**config.mk**
```make
export PLATFORM = sky130hd
export DESIGN_NAME = rau_divider
export DESIGN_NICKNAME = d
export VERILOG_FILES = /design/src/rtl/rational_accumulator_unit_core_macros.svh /design/src/rtl/rau_pkg.sv /design/src/rtl/rau_divider.sv
export SDC_FILE = /design/constraint.sdc
export NUM_CORES = 1
export LEC_CHECK = 0
export BUFFER_PORTS_ARGS = -buffer_cell sky130_fd_sc_hd__clkbuf_2
export CORE_ASPECT_RATIO = 2
export CORE_UTILIZATION = 40
export CTS_BUF_LIST = sky130_fd_sc_hd__clkbuf_8
export DETAILED_ROUTE_END_ITERATION = 16
export MAX_ROUTING_LAYER = met4
export PLACE_DENSITY = 0.76
export SYNTH_ARGS = -nofsm -noshare
export SYNTH_HDL_FRONTEND = slang
export SYNTH_SLANG_ARGS = --single-unit
```
**constraint.sdc**
```tcl
create_clock -name clk -period 4.4 [get_ports clk]
set_input_delay 0.44 -clock clk [delete_from_list [all_inputs] [get_ports clk]]
set_output_delay 0.44 -clock clk [all_outputs]
set_load 0.02 [all_outputs]
```
**src/rtl/rational_accumulator_unit_core_macros.svh**
```systemverilog
// Assertion macros shared by the rational accumulator RTL.
`ifndef RATIONAL_ACCUMULATOR_UNIT_CORE_MACROS_SVH
`define RATIONAL_ACCUMULATOR_UNIT_CORE_MACROS_SVH
// Implication checked on every clock edge outside reset.
`define RAU_ASSERT_IMP(lbl, clk, rst_n, a, c) \
  lbl: assert property (@(posedge clk) disable iff (!rst_n) (a) |-> (c)) \
    else $error("assertion failed");
// Next-cycle implication checked outside reset.
`define RAU_ASSERT_NXT(lbl, clk, rst_n, a, c) \
  lbl: assert property (@(posedge clk) disable iff (!rst_n) (a) |=> (c)) \
    else $error("assertion failed");
`endif

```
**src/rtl/rau_pkg.sv**
```systemverilog
// Package for the rational accumulator: widths, opcodes and sequencer states.
package rau_pkg;
  localparam int unsigned NUM_BITS_DEF = 32;
  localparam int unsigned DEN_BITS_DEF = 16;
  localparam int unsigned OP_BITS      = 3;

  typedef enum logic [2:0] {
    OP_LOAD    = 3'd0,
    OP_ADD     = 3'd1,
    OP_SUB     = 3'd2,
    OP_MUL     = 3'd3,
    OP_CMP     = 3'd4,
    OP_SET_NUM = 3'd5,
    OP_SET_DEN = 3'd6,
    OP_NONE    = 3'd7
  } rau_op_t;

  typedef enum logic [2:0] {
    ST_IDLE,
    ST_DIV1,
    ST_GCD,
    ST_DIV2,
    ST_DIV3,
    ST_DONE
  } rau_state_t;
endpackage

```
**src/rtl/rau_divider.sv**
```systemverilog
// Shared restoring divider: one quotient bit per cycle.
module rau_divider import rau_pkg::*; #(
  parameter int unsigned NW = 96,
  parameter int unsigned DW = 64
) (
  input  logic          clk,
  input  logic          rst_n,
  input  logic          start,
  input  logic [NW-1:0] dividend,
  input  logic [DW-1:0] divisor,
  output logic          busy,
  output logic          done,
  output logic [NW-1:0] quotient,
  output logic [DW-1:0] remainder
);
  localparam int unsigned CW = $clog2(NW + 1);

  logic [NW-1:0] q_r, q_nxt;
  logic [DW-1:0] r_r, r_nxt;
  logic [CW-1:0] cnt_r, cnt_nxt;
  logic          busy_r, busy_nxt, done_r, done_nxt;
  logic [DW:0]   trial;

  always_comb begin
    q_nxt    = q_r;
    r_nxt    = r_r;
    cnt_nxt  = cnt_r;
    busy_nxt = busy_r;
    done_nxt = 1'b0;
    trial    = '0;
    if (start) begin
      q_nxt    = dividend;
      r_nxt    = '0;
      cnt_nxt  = CW'(NW);
      busy_nxt = 1'b1;
    end else if (busy_r) begin
      trial = {r_r, q_r[NW-1]};
      q_nxt = {q_r[NW-2:0], 1'b0};
      if (trial >= {1'b0, divisor}) begin
        trial    = trial - {1'b0, divisor};
        q_nxt[0] = 1'b1;
      end
      r_nxt   = trial[DW-1:0];
      cnt_nxt = cnt_r - 1'b1;
      if (cnt_r == CW'(1)) begin
        busy_nxt = 1'b0;
        done_nxt = 1'b1;
      end
    end
  end

  always_ff @(posedge clk) begin
    q_r   <= q_nxt;
    r_r   <= r_nxt;
    cnt_r <= cnt_nxt;
    if (!rst_n) begin
      busy_r <= 1'b0;
      done_r <= 1'b0;
    end else begin
      busy_r <= busy_nxt;
      done_r <= done_nxt;
    end
  end

  assign busy      = busy_r;
  assign done      = done_r;
  assign quotient  = q_r;
  assign remainder = r_r;
endmodule
```
==> metrics <==
status completed; number of routed nets with antenna violations 0; Worst path max stage delay 430 ps; fin crit period 3450 ps; WL/cell 20.0 µm; overall global routing resource usage 0.266; Seq cells post-synth 169; Setup crit start kind flip-flop; top cells by area, synth edfxtp_1, dfxtp_1, mux2_2; TritonCTS Buffers 17; fill cell count 2684; Worst EP required 4770 ps; VDD IR max 145 µV; setup bufs post-CTS 0; initial antenna violation count 3; via/cell ratio 5.62; CTS tree done; first-pass GRT wire length 56600 µm; Initial DRT Pass Iterations 5; worst path arrival time 3820 ps; leakage power 6.25 nW; crit-path max FO 63; Rel. slew slack 0.380; Final Max Slew Viols 0; Post-DP HPWL 30100 µm; hold crit path type input pin to flip-flop; hold-critical path depth 3; Area Growth Syn to Fin 19.3%; slowest CP cell dfxtp_1; post-synthesis sequential area ratio 0.380; Die ar. 29300 µm²; Syn Area/Cell 9.19 µm²; Netlist Area Pre-Place 11400 µm²; hold endpoint done; cell taking the most area after synthesis edfxtp_1; Final Cycle Share 0.784; total gr overflow 0; fraction of layout cells with a size suffix above 1 0.307; Synth Warn # 0; vias in the first global route 10400; number of synthesized flops with an enable pin 96; CTS H-tree depth 4; FF-to-FF path depth 13; via count 10700; worst slew pin tran 931 ps; # IOs 325; Root Buffer clkbuf_8; Iteration-0 DRC Markers 631; largest net degree at the start of global routing 162; # hold bufs at CTS 0; post_cts resized 0; IO buf count 324; Clock Latency Late Sink 510 ps; CTS clk-pin slew, worst paths 100 ps; register-to-register setup slack 950 ps; FP Rows 87; Pwr Density 323 nW/µm²; Yosys top cell area share 0.252; async set-reset flop share out of synthesis 0; Synth Instances 1246; top_reg_cell synth edfxtp_1; final hold violations 0; min setup slack post-route 951 ps; Setup-failing EPs final 0; Initial Util 0.406; Core Footprint 28200 µm²; overall power 4.42 mW; WS Path Type flip-flop to flip-flop; RR Startpoint remainder[0]; RSZ-0062 raised after global routing false; CP cell instances ha_1 > nor2b_1 > o31a_1 > o2111ai_1 > a21oi_1 > o21ai_1 > buf_4 > o31ai_4 > o21ai_4 > buf_12 > mux2_2 > mux2i_1 > nor2_1; Post-Syn Nets 1476; Nets 1757; CTS Sinks 169; Yosys cell types 70; setup tns final 0 ps; Max Cap Violations 0; GPL Wtd Cong 0.962; Clock Tree Buf Depth 2; die outline height 241 µm; Die W 122 µm; Post-synth top cells nor2_1, a21oi_1, edfxtp_1, mux2_2, inv_1; Max Clock Freq 290 MHz; drt total wl 38000 µm; Layout Skew 27.7 ps; CP endpoint kind flip-flop; WHS 151 ps; DRC Markers 0; top-count cell post-synth nor2_1; DP Worst Slack 765 ps; Hold Path Origin rst_n; FF-to-FF End remainder[30]
state kept, by name, indices dropped and copies added (netlist names):
name       cells
busy           1
cnt_r          7
done           1
quotient      96
remainder     64
kinds of logic after synthesis:
kind of cell	synth area share
fa+ha+maj	0.0739
flops	0.380
simple gates	0.140
mux	0.115
xor+xnor	0.0444
compound gates	0.192
buf+inv	0.0556
how the worst max path moves through the flow:
stage	start	to	depth (start not counted)
detailed placement	divisor[1]	remainder[30]	15
floorplan	busy	quotient[0]	4
global placement	divisor[1]	remainder[30]	15
CTS	remainder[0]	remainder[30]	13
finish	remainder[0]	remainder[30]	13
global route	remainder[35]	remainder[30]	12
cells in the final DEF, fill, tap and decap left out, types with 6 or more instances in the layout:
master    count
edfxtp_1     96
o211ai_1      7
nor2b_1      14
nand4_1      23
dfxtp_1      72
mux2i_1      23
ha_1         66
xor2_1       27
a21oi_1     110
and3_1       13
a211oi_1     59
nand2_1      67
xnor2_1      31
a31oi_1       6
nand3_1      19
o21a_1       10
nor3_1       16
buf_4         7
inv_6         6
nor2_1      137
inv_1        86
a21o_1       24
o31a_1        6
clkbuf_8     17
o21ai_0      56
o21bai_1      9
nand2b_1     12
mux2_2       96
clkbuf_2    323
layout make-up:
cell class	instances	area, µm²	area share
sequential	169	4350	0.318
clock inverter	14	113	0.00824
tap	356	445	0.0326
antenna	3	7.51	0.000550
multi-input combinational	919	6460	0.473
inverter	87	328	0.0240
clock buffer	17	234	0.0171
timing repair buffer	333	1720	0.126
worst max-delay path, delay by kind of cell, from the launching register on:
family | cells | cell delay [ps]
and+or+nand+nor | 2 | 200
DFF | 1 | 430
AOI/OAI and AO/OA | 6 | 1340
buffers and inverters | 2 | 530
adders and majority gates | 1 | 280
muxes | 2 | 520
metrics by stage:
step / utilization / cells / cell area, µm²
2_1_floorplan: - / 1246 / 11400
3_3_place_gp: 0.472 / 1864 / 13300
3_5_place_dp: 0.472 / 1864 / 13300
4_1_cts: 0.484 / 1895 / 13700
5_1_grt: 0.485 / 1898 / 13700
6_report: 0.485 / 1898 / 13700
metal layers:
layer | routed length (µm) | part of all wire | up-vias | track usage
li1 | - | - | 5106 | -
met1 | 13000 | 0.34 | 5026 | 0.241
met4 | 1650 | 0.043 | 0 | 0.136
met2 | 20300 | 0.53 | 452 | 0.491
met5 | 0 | 0 | - | -
met3 | 3080 | 0.081 | 91 | 0.0798
report_power, final:
| group | switching [mW] | internal (mW) | total [mW] |
|---|---|---|---|
| registers | 0.126 | 1.84 | 1.97 |
| clock network | 0.644 | 0.400 | 1.04 |
| logic | 0.862 | 0.543 | 1.41 |
| total | 1.63 | 2.79 | 4.42 |
Note: power is estimated with default switching activity, not from simulation.
